## src/hw/rtl/bhre_pkg.sv

```systemverilog
// shared types and constants for the button hold/repeat event unit
`default_nettype none

package bhre_pkg;

	// timestamp width, elapsed time wraps modulo 2^TIME_W
	localparam int TIME_W = 32;

	// configuration port widths
	localparam int CFG_IDX_W  = 3;
	localparam int CFG_DATA_W = 32;

	// configuration register indexes
	typedef enum logic [CFG_IDX_W-1:0] {
		REG_HOLD_TIME     = 3'd0,
		REG_HOLD_ENABLE   = 3'd1,
		REG_REPEAT_TIME   = 3'd2,
		REG_REPEAT_ENABLE = 3'd3,
		REG_INITIAL_LEVEL = 3'd4,
		REG_EVENTS_ENABLE = 3'd5
	} cfg_reg_t;

	// event codes carried in event_res
	typedef enum logic [1:0] {
		EV_NONE    = 2'd0,
		EV_PRESS   = 2'd1,
		EV_RELEASE = 2'd2,
		EV_HOLD    = 2'd3
	} event_t;

	// input transaction payload
	typedef struct packed {
		logic [TIME_W-1:0] now;
		logic              level_in;
	} in_t;

	// output transaction payload
	typedef struct packed {
		logic [1:0] event_res;
		logic       level;
		logic       last;
	} res_t;

	// configuration register file contents
	typedef struct packed {
		logic [TIME_W-1:0] hold_ticks;
		logic              hold_enable;
		logic [TIME_W-1:0] repeat_ticks;
		logic              repeat_enable;
		logic              initial_level;
		logic              events_enable;
	} cfg_t;

	// level reload request raised by a write of initial_level
	typedef struct packed {
		logic load;
		logic value;
	} lvl_wr_t;

	// results of one sample handed from the core to the output buffer
	typedef struct packed {
		res_t first;
		res_t second;
		logic two;
	} res_pair_t;

endpackage

`default_nettype wire

```

## src/hw/rtl/bhre_cfg.sv

```systemverilog
// configuration register file of the button hold/repeat event unit
`default_nettype none

module bhre_cfg (
	input  wire logic                            clk,
	input  wire logic                            arst_n,
	input  wire logic                            cfg_we,
	input  wire logic [bhre_pkg::CFG_IDX_W-1:0]  cfg_idx,
	input  wire logic [bhre_pkg::CFG_DATA_W-1:0] cfg_wdata,
	output bhre_pkg::cfg_t                       cfg,
	output bhre_pkg::lvl_wr_t                    lvl_wr
);

	bhre_pkg::cfg_t cfg_q;

	// register writes, unknown indexes are dropped
	always_ff @(posedge clk or negedge arst_n) begin
		if (!arst_n) begin
			cfg_q.hold_ticks    <= '0;
			cfg_q.hold_enable   <= 1'b0;
			cfg_q.repeat_ticks  <= '0;
			cfg_q.repeat_enable <= 1'b0;
			cfg_q.initial_level <= 1'b0;
			cfg_q.events_enable <= 1'b1;
		end else if (cfg_we) begin
			case (cfg_idx)
				bhre_pkg::REG_HOLD_TIME:     cfg_q.hold_ticks    <= cfg_wdata[bhre_pkg::TIME_W-1:0];
				bhre_pkg::REG_HOLD_ENABLE:   cfg_q.hold_enable   <= cfg_wdata[0];
				bhre_pkg::REG_REPEAT_TIME:   cfg_q.repeat_ticks  <= cfg_wdata[bhre_pkg::TIME_W-1:0];
				bhre_pkg::REG_REPEAT_ENABLE: cfg_q.repeat_enable <= cfg_wdata[0];
				bhre_pkg::REG_INITIAL_LEVEL: cfg_q.initial_level <= cfg_wdata[0];
				bhre_pkg::REG_EVENTS_ENABLE: cfg_q.events_enable <= cfg_wdata[0];
				default: ;
			endcase
		end
	end

	assign cfg = cfg_q;

	// a write of initial_level also reloads the stored level
	assign lvl_wr = {cfg_we && (cfg_idx == bhre_pkg::REG_INITIAL_LEVEL), cfg_wdata[0]};

endmodule

`default_nettype wire

```

## src/hw/rtl/bhre_core.sv

```systemverilog
// edge detection, hold timer and event selection for one sample
`default_nettype none

module bhre_core (
	input  wire logic                clk,
	input  wire logic                arst_n,
	input  wire bhre_pkg::cfg_t      cfg,
	input  wire bhre_pkg::lvl_wr_t   lvl_wr,
	input  wire logic                commit,
	input  wire bhre_pkg::in_t       smp,
	output bhre_pkg::res_pair_t      pair
);

	typedef enum logic [1:0] {
		MODE_IDLE   = 2'd0,
		MODE_HOLD   = 2'd1,
		MODE_REPEAT = 2'd2
	} mode_t;

	logic                        level_q;
	mode_t                       mode_q;
	logic [bhre_pkg::TIME_W-1:0] mark_q;

	logic                        edge_seen;
	mode_t                       mode_e;
	logic [bhre_pkg::TIME_W-1:0] mark_e;
	logic [bhre_pkg::TIME_W-1:0] elapsed;
	logic                        fire;
	mode_t                       mode_n;
	logic [bhre_pkg::TIME_W-1:0] mark_n;
	logic [1:0]                  ev_edge;
	logic                        show;

	// level edge: press may start hold timing, release stops it
	always_comb begin
		edge_seen = (smp.level_in != level_q);
		mode_e    = mode_q;
		mark_e    = mark_q;
		if (edge_seen) begin
			if (smp.level_in) begin
				if (cfg.hold_enable) begin
					mode_e = MODE_HOLD;
					mark_e = smp.now;
				end
			end else begin
				mode_e = MODE_IDLE;
			end
		end
	end

	// elapsed time against the threshold of the current timer mode
	always_comb begin
		elapsed = smp.now - mark_e;
		fire    = ((mode_e == MODE_HOLD) && (elapsed >= cfg.hold_ticks)) ||
		          ((mode_e == MODE_REPEAT) && (elapsed >= cfg.repeat_ticks));
		mode_n  = mode_e;
		mark_n  = mark_e;
		if (fire) begin
			if (cfg.repeat_enable) begin
				mode_n = MODE_REPEAT;
				mark_n = smp.now;
			end else begin
				mode_n = MODE_IDLE;
			end
		end
	end

	// event list for this sample, a single none result when empty or muted
	always_comb begin
		ev_edge = smp.level_in ? bhre_pkg::EV_PRESS : bhre_pkg::EV_RELEASE;
		show    = cfg.events_enable && (edge_seen || fire);

		pair.first.level  = smp.level_in;
		pair.second.level = smp.level_in;
		pair.second.event_res = bhre_pkg::EV_HOLD;
		pair.second.last      = 1'b1;
		pair.two              = show && edge_seen && fire;

		if (!show) begin
			pair.first.event_res = bhre_pkg::EV_NONE;
		end else if (edge_seen) begin
			pair.first.event_res = ev_edge;
		end else begin
			pair.first.event_res = bhre_pkg::EV_HOLD;
		end
		pair.first.last = !pair.two;
	end

	// state update when the sample moves into the output buffer; a reload of initial_level takes priority
	always_ff @(posedge clk or negedge arst_n) begin
		if (!arst_n) begin
			level_q <= 1'b0;
			mode_q  <= MODE_IDLE;
			mark_q  <= '0;
		end else if (lvl_wr.load) begin
			level_q <= lvl_wr.value;
		end else if (commit) begin
			level_q <= smp.level_in;
			mode_q  <= mode_n;
			mark_q  <= mark_n;
		end
	end

endmodule

`default_nettype wire

```

## src/hw/rtl/bhre_out.sv

```systemverilog
// two-entry result buffer that sends one result per output transaction
`default_nettype none

module bhre_out (
	input  wire logic                 clk,
	input  wire logic                 arst_n,
	input  wire logic                 load,
	input  wire bhre_pkg::res_pair_t  pair,
	output logic                      take,
	output logic                      out_valid,
	input  wire logic                 out_stall,
	output bhre_pkg::res_t            out_data
);

	bhre_pkg::res_t r0_q;
	bhre_pkg::res_t r1_q;
	logic [1:0]     cnt_q;
	logic           out_acc;

	assign out_acc   = out_valid && !out_stall;
	assign out_valid = (cnt_q != 2'd0);
	assign out_data  = r0_q;

	// room for a new sample once the buffer is empty or its last result leaves
	assign take = (cnt_q == 2'd0) || ((cnt_q == 2'd1) && !out_stall);

	// fill count
	always_ff @(posedge clk or negedge arst_n) begin
		if (!arst_n) begin
			cnt_q <= 2'd0;
		end else if (load) begin
			cnt_q <= pair.two ? 2'd2 : 2'd1;
		end else if (out_acc) begin
			cnt_q <= cnt_q - 2'd1;
		end
	end

	// result slots, the second moves up after the first is taken
	always_ff @(posedge clk) begin
		if (load) begin
			r0_q <= pair.first;
			r1_q <= pair.second;
		end else if (out_acc) begin
			r0_q <= r1_q;
		end
	end

	a_cnt_range: assert property (@(posedge clk) disable iff (!arst_n)
		cnt_q != 2'd3)
		else $error("result buffer count out of range");

	a_single_last: assert property (@(posedge clk) disable iff (!arst_n)
		(cnt_q == 2'd1) |-> r0_q.last)
		else $error("only result of a sample not marked last");

	a_pair_last: assert property (@(posedge clk) disable iff (!arst_n)
		(cnt_q == 2'd2) |-> (!r0_q.last && r1_q.last))
		else $error("pending result pair marked wrongly");

	a_load_empty: assert property (@(posedge clk) disable iff (!arst_n)
		load |=> (cnt_q == 2'd1 || cnt_q == 2'd2))
		else $error("loaded sample left no result");

endmodule

`default_nettype wire

```

## src/hw/rtl/button_hold_repeat_events_unit.sv

```systemverilog
// top level of the button press, hold and auto-repeat event unit
// path: a sample is held in the input register, then its results in the result buffer that drives the output
// throughput: one sample per cycle while the output does not stall; a sample with a press and a hold event in one go
//   sends two result transactions and stalls the input until the second leaves, set by the result buffer
// reset: arst_n clears the control state asynchronously, the input and result data registers are not reset;
//   stored level 0, timer idle, all registers 0 except events_enable which comes up as 1
`default_nettype none

module button_hold_repeat_events_unit (
	input  wire logic                            clk,
	input  wire logic                            arst_n,
	input  wire logic                            in_valid,
	output logic                                 in_stall,
	input  wire bhre_pkg::in_t                   in_data,
	output logic                                 out_valid,
	input  wire logic                            out_stall,
	output bhre_pkg::res_t                       out_data,
	input  wire logic                            cfg_we,
	input  wire logic [bhre_pkg::CFG_IDX_W-1:0]  cfg_idx,
	input  wire logic [bhre_pkg::CFG_DATA_W-1:0] cfg_wdata
);

	bhre_pkg::cfg_t      cfg;
	bhre_pkg::lvl_wr_t   lvl_wr;
	bhre_pkg::res_pair_t pair;
	bhre_pkg::in_t       in_s1;
	logic                in_v_s1;
	logic                take;
	logic                advance;
	logic                in_acc;

	assign advance  = in_v_s1 && take;
	assign in_stall = in_v_s1 && !take;
	assign in_acc   = in_valid && !in_stall;

	// input register
	always_ff @(posedge clk or negedge arst_n) begin
		if (!arst_n) begin
			in_v_s1 <= 1'b0;
		end else if (in_acc) begin
			in_v_s1 <= 1'b1;
		end else if (advance) begin
			in_v_s1 <= 1'b0;
		end
	end

	always_ff @(posedge clk) begin
		if (in_acc) begin
			in_s1 <= in_data;
		end
	end

	bhre_cfg u_cfg (
		.clk       (clk),
		.arst_n    (arst_n),
		.cfg_we    (cfg_we),
		.cfg_idx   (cfg_idx),
		.cfg_wdata (cfg_wdata),
		.cfg       (cfg),
		.lvl_wr    (lvl_wr)
	);

	bhre_core u_core (
		.clk    (clk),
		.arst_n (arst_n),
		.cfg    (cfg),
		.lvl_wr (lvl_wr),
		.commit (advance),
		.smp    (in_s1),
		.pair   (pair)
	);

	bhre_out u_out (
		.clk       (clk),
		.arst_n    (arst_n),
		.load      (advance),
		.pair      (pair),
		.take      (take),
		.out_valid (out_valid),
		.out_stall (out_stall),
		.out_data  (out_data)
	);

endmodule

`default_nettype wire
```

## config.mk

```make
export PLATFORM = sky130hd
export DESIGN_NAME = button_hold_repeat_events_unit
export DESIGN_NICKNAME = d
export VERILOG_FILES = /design/src/hw/rtl/bhre_pkg.sv /design/src/hw/rtl/bhre_cfg.sv /design/src/hw/rtl/bhre_core.sv /design/src/hw/rtl/bhre_out.sv /design/src/hw/rtl/button_hold_repeat_events_unit.sv
export SDC_FILE = /design/constraint.sdc
export NUM_CORES = 1
export LEC_CHECK = 0
export ABC_AREA = 1
export BUFFER_PORTS_ARGS = -buffer_cell sky130_fd_sc_hd__buf_2
export CELL_PAD_IN_SITES_DETAIL_PLACEMENT = 0
export CELL_PAD_IN_SITES_GLOBAL_PLACEMENT = 1
export CORE_UTILIZATION = 45
export CTS_CLUSTER_SIZE = 14
export DETAILED_ROUTE_END_ITERATION = 8
export PLACE_DENSITY = 0.85
export SLEW_MARGIN = 20
export SYNTH_ARGS = -nofsm -noshare
export SYNTH_HDL_FRONTEND = slang
export SYNTH_SLANG_ARGS = --single-unit
```

## constraint.sdc

```tcl
create_clock -name clk -period 5.5 [get_ports clk]
set_input_delay 0.55 -clock clk [delete_from_list [all_inputs] [get_ports clk]]
set_output_delay 0.55 -clock clk [all_outputs]
set_load 0.005 [all_outputs]
```

==> impl.org <==
** Final layout
- For this run, the share of the core covered by cells in the final layout is 0.525.
- Fraction of final layout cells with drive strength greater than 1 :: 0.129
- The library cell used most frequently in the layout, excluding fill and tap cells, is nand2_1.
- The repair_antennas step left the layout with diodes totalling 0.
- Relative to the synthesized area, the layout overhead comes to 13.3%.
- With fillers left out, the area of the finished cells amounts to roughly 0.012 mm².
- The library cells used most frequently in the layout, excluding fill and tap cells, are nand2_1 (393), inv_1 (194), dfrtp_1 (103), ha_1 (100), o21ai_0 (93).
- After the last flow step, the layout net total stands at 1,616.
- Filler-free cell count of the finished design :: 1,735

** Setup path
- Req. time, crit path :: 5.82 ns
- Data arrives at the worst endpoint at 5.46 ns.
- Largest incremental delay on the critical path :: 0.44 ns
- The critical path is of the flip-flop to flip-flop type.
- Along the worst path, the maximum fanout reaches 17.
- On the critical path the largest part of the delay comes from simple AND/OR/NAND/NOR gates.
- The worst setup path is launched from a flip-flop.
- Capturing element type of the critical path :: flip-flop
- Count of buffering cells on the critical path with inverters included :: 7
- On the critical path, the stage with the largest delay is an instance of edfxtp_1.
- The cell that appears most often on the critical path is nand2_1.

** GRT
- Across every metal layer, demand over resource in global routing totals 0.224.
- Wire length of the first global-routing pass :: ~42,000 µm
- Pin count of the biggest net entering global routing :: between 60 and 70
- The number of antenna violations at the first check in global routing came to 0.
- Vias in the first global route :: around 8,400
- For this run the aggregate overflow at the end of global routing stands at 0.

** STA
- Slew at the pin closest to its max-slew limit :: 1.06 ns
- Slew Limit Headroom :: 0.296
- Setup repair after global routing left no endpoint under its margin.
- Setup violations, final :: 0
- Timing would allow up to 194 MHz.
- The number of hold-slack violations in the final timing report was 0.
- Between clock sinks in the finished design, the worst skew comes to 0.0102 ns.
- Total count of max-transition violations in the final report :: 0
- For the final routed database, the setup TNS stands at 0 ns.
- Min cycle time layout :: roughly 5.1 ns
- Share of the cycle needed by the critical path after routing :: 0.935

** Clocking
- Deepest clock path buffer count :: 2
- Clk slew on worst S/H paths :: 0.06 ns
- Clock H-tree levels :: 4
- Clock latency on the worst-skew pair, taken at its later pin, is 0.44 ns.
- TritonCTS built the clock tree.
- After clock tree synthesis, the flow added hold-fix buffers numbering 0.
- Counting the buffers created by CTS gives 17.
- Count of buffers added by post-CTS timing repair for setup :: 0
- CTS Root Cell :: clkbuf_16
- Clock Sinks :: 143

** Drt
- Total wire length after detailed routing :: approximately 26,000 µm
- Wire per inst :: 14.8 µm
- Summing over every cut layer, the via total after detailed routing is 8,717.
- Number of DRC markers after the initial detailed-route iteration :: 590
- In the routed design, unresolved DRC markers number 0.
- Antenna viol nets, final :: 0
- Pre-antenna DRT Iters :: 7
- Using the TritonRoute via totals, the vias-per-cell ratio works out to 5.02.

** Synth
- Average cell area after synthesis :: 7.49 µm²
- Synthesis handed over a netlist of 1,366 instances.
- Netlist area before placement :: 0.0102 mm²
- Synthesis-stage register bit count :: 143
- The synthesized netlist contains 47 unique library cells.
- Count of yosys warnings during synthesis :: 0
- Sequential-to-total area share from yosys stat :: 0.368
- Syn nets :: 1,540

** Min path
- Worst min-delay path class :: input port to asynchronous set/reset pin

** Floorplanning
- The initial utilization of the core area, before any placement, comes to 0.463.
- # IOs :: 79
- Die Span X :: approximately 150 µm
- Cell Rows :: 54
- Area of the die :: roughly 0.023 mm²
- Die height :: between 150 and 200 µm
- Core area :: 0.0221 mm²

** Placed design
- The count of buffers added on input and output ports is 78.
- In this run, placement finished with an instance count of 1,701.
- In this run the cell area measured after placement is 0.0109 mm².
- Final weighted congestion in routability-driven placement :: around 0.89
- Once detailed placement completed, the half-perimeter wirelength came to 18,600 µm.

** Status
- The run finished with clean final reports.

** Run
- Max-capacitance violation count :: 0
-- layer usage --
layer | global-route usage | share of wire | vias up
met5 | 0 | 0 | -
met2 | 0.384 | 0.48 | 192
met4 | 0.0673 | 0.018 | 0
met3 | 0.0358 | 0.037 | 35
met1 | 0.289 | 0.47 | 3948
li1 | - | - | 4542
-- per-stage QoR --
step | hold slack (ns) | setup slack, ns
floorplan | 0.254 | 1.13
global placement | 0.455 | 0.375
detailed placement | 0.458 | 0.210
CTS | 0.215 | 0.164
finish | 0.188 | 0.358
global route | 0.254 | 0.00791
-- path summary, 6_finish.rpt --
check / from / end / slack, ns / depth (start not counted)
setup / recovery: in_s1[0] / u_core.mark_q[0] / 0.36 / 34
hold / removal: arst_n / u_cfg.cfg[10] / 0.19 / 1
setup reg to reg: in_s1[0] / u_core.mark_q[0] / 0.36 / 34
hold reg to reg: u_core.mark_q[25] / u_core.mark_q[25] / 0.47 / 2
max in group asynchronous: arst_n / u_cfg.cfg[2] / 4.08 / 2
min in group clk: in_data[26] / in_s1[26] / 0.29 / 1
-- layout make-up --
type	count	area, µm²
multi-input combinational	985	5540
tap	280	350
timing repair buffer	95	546
fill	2183	10500
clock inverter	14	214
clock buffer	18	429
sequential	143	3770
inverter	200	751
-- state kept, by name, indices dropped and copies added (netlist names) --
| register | count |
|---|---|
| in_s1 | 33 |
| in_v_s1 | 1 |
| u_cfg.cfg | 67 |
| u_core.level_q | 1 |
| u_core.mark_q | 32 |
| u_core.mode_q | 2 |
| u_out.cnt_q | 2 |
| u_out.out_data | 4 |
| u_out.r1_q | 1 |
-- worst reg2reg max path, delay by kind of cell, from the launching register on --
family / cells / cell delay, ns
xor+xnor: 1 / 0.29
fa+ha+maj: 3 / 1.01
flops: 1 / 0.44
buf+inv: 7 / 0.74
compound gates: 5 / 0.95
simple gates: 18 / 1.58
-- cells in the mapped netlist, drive strengths merged --
cell,n,share of area
nand2,429,0.17
inv,199,0.073
o21ai,154,0.076
dfrtp,104,0.25
ha,100,0.12
nor2,78,0.031
a21oi,65,0.034
nand3,51,0.025
edfxtp,38,0.11
or2,31,0.019
clkbuf,21,0.0077
xor2,21,0.018
buf,19,0.016
xnor2,9,0.0077
nand4,8,0.0049
a21o,7,0.0051
o21bai,6,0.0044
o21a,5,0.0037
a31oi,4,0.0024
nor3,3,0.0015
nand3b,2,0.0015
o211ai,2,0.0020
a211oi,1,0.00073
a21boi,1,0.00073
a22oi,1,0.0012
clkinv,1,0.00037
dfstp,1,0.0026
fa,1,0.0020
mux2,1,0.0011
nor4,1,0.0012
o2111ai,1,0.00086
o22ai,1,0.00061
-- logic make-up after synthesis --
kind of cell	after synthesis	synth area share
compound gates	248	0.131
xor+xnor	30	0.0257
fa+ha+maj	101	0.124
buf+inv	240	0.0971
flops	143	0.368
mux	1	0.00110
simple gates	603	0.252
-- timing repair --
item	in CTS	in global routing
resized for setup	0	7
endpoints found under the setup margin	0	39
endpoints found under the hold margin	0	0
Power is left out: the tool's default activity adds up to more than one toggle a clock period on the data nets, which glitch-free logic cannot reach.
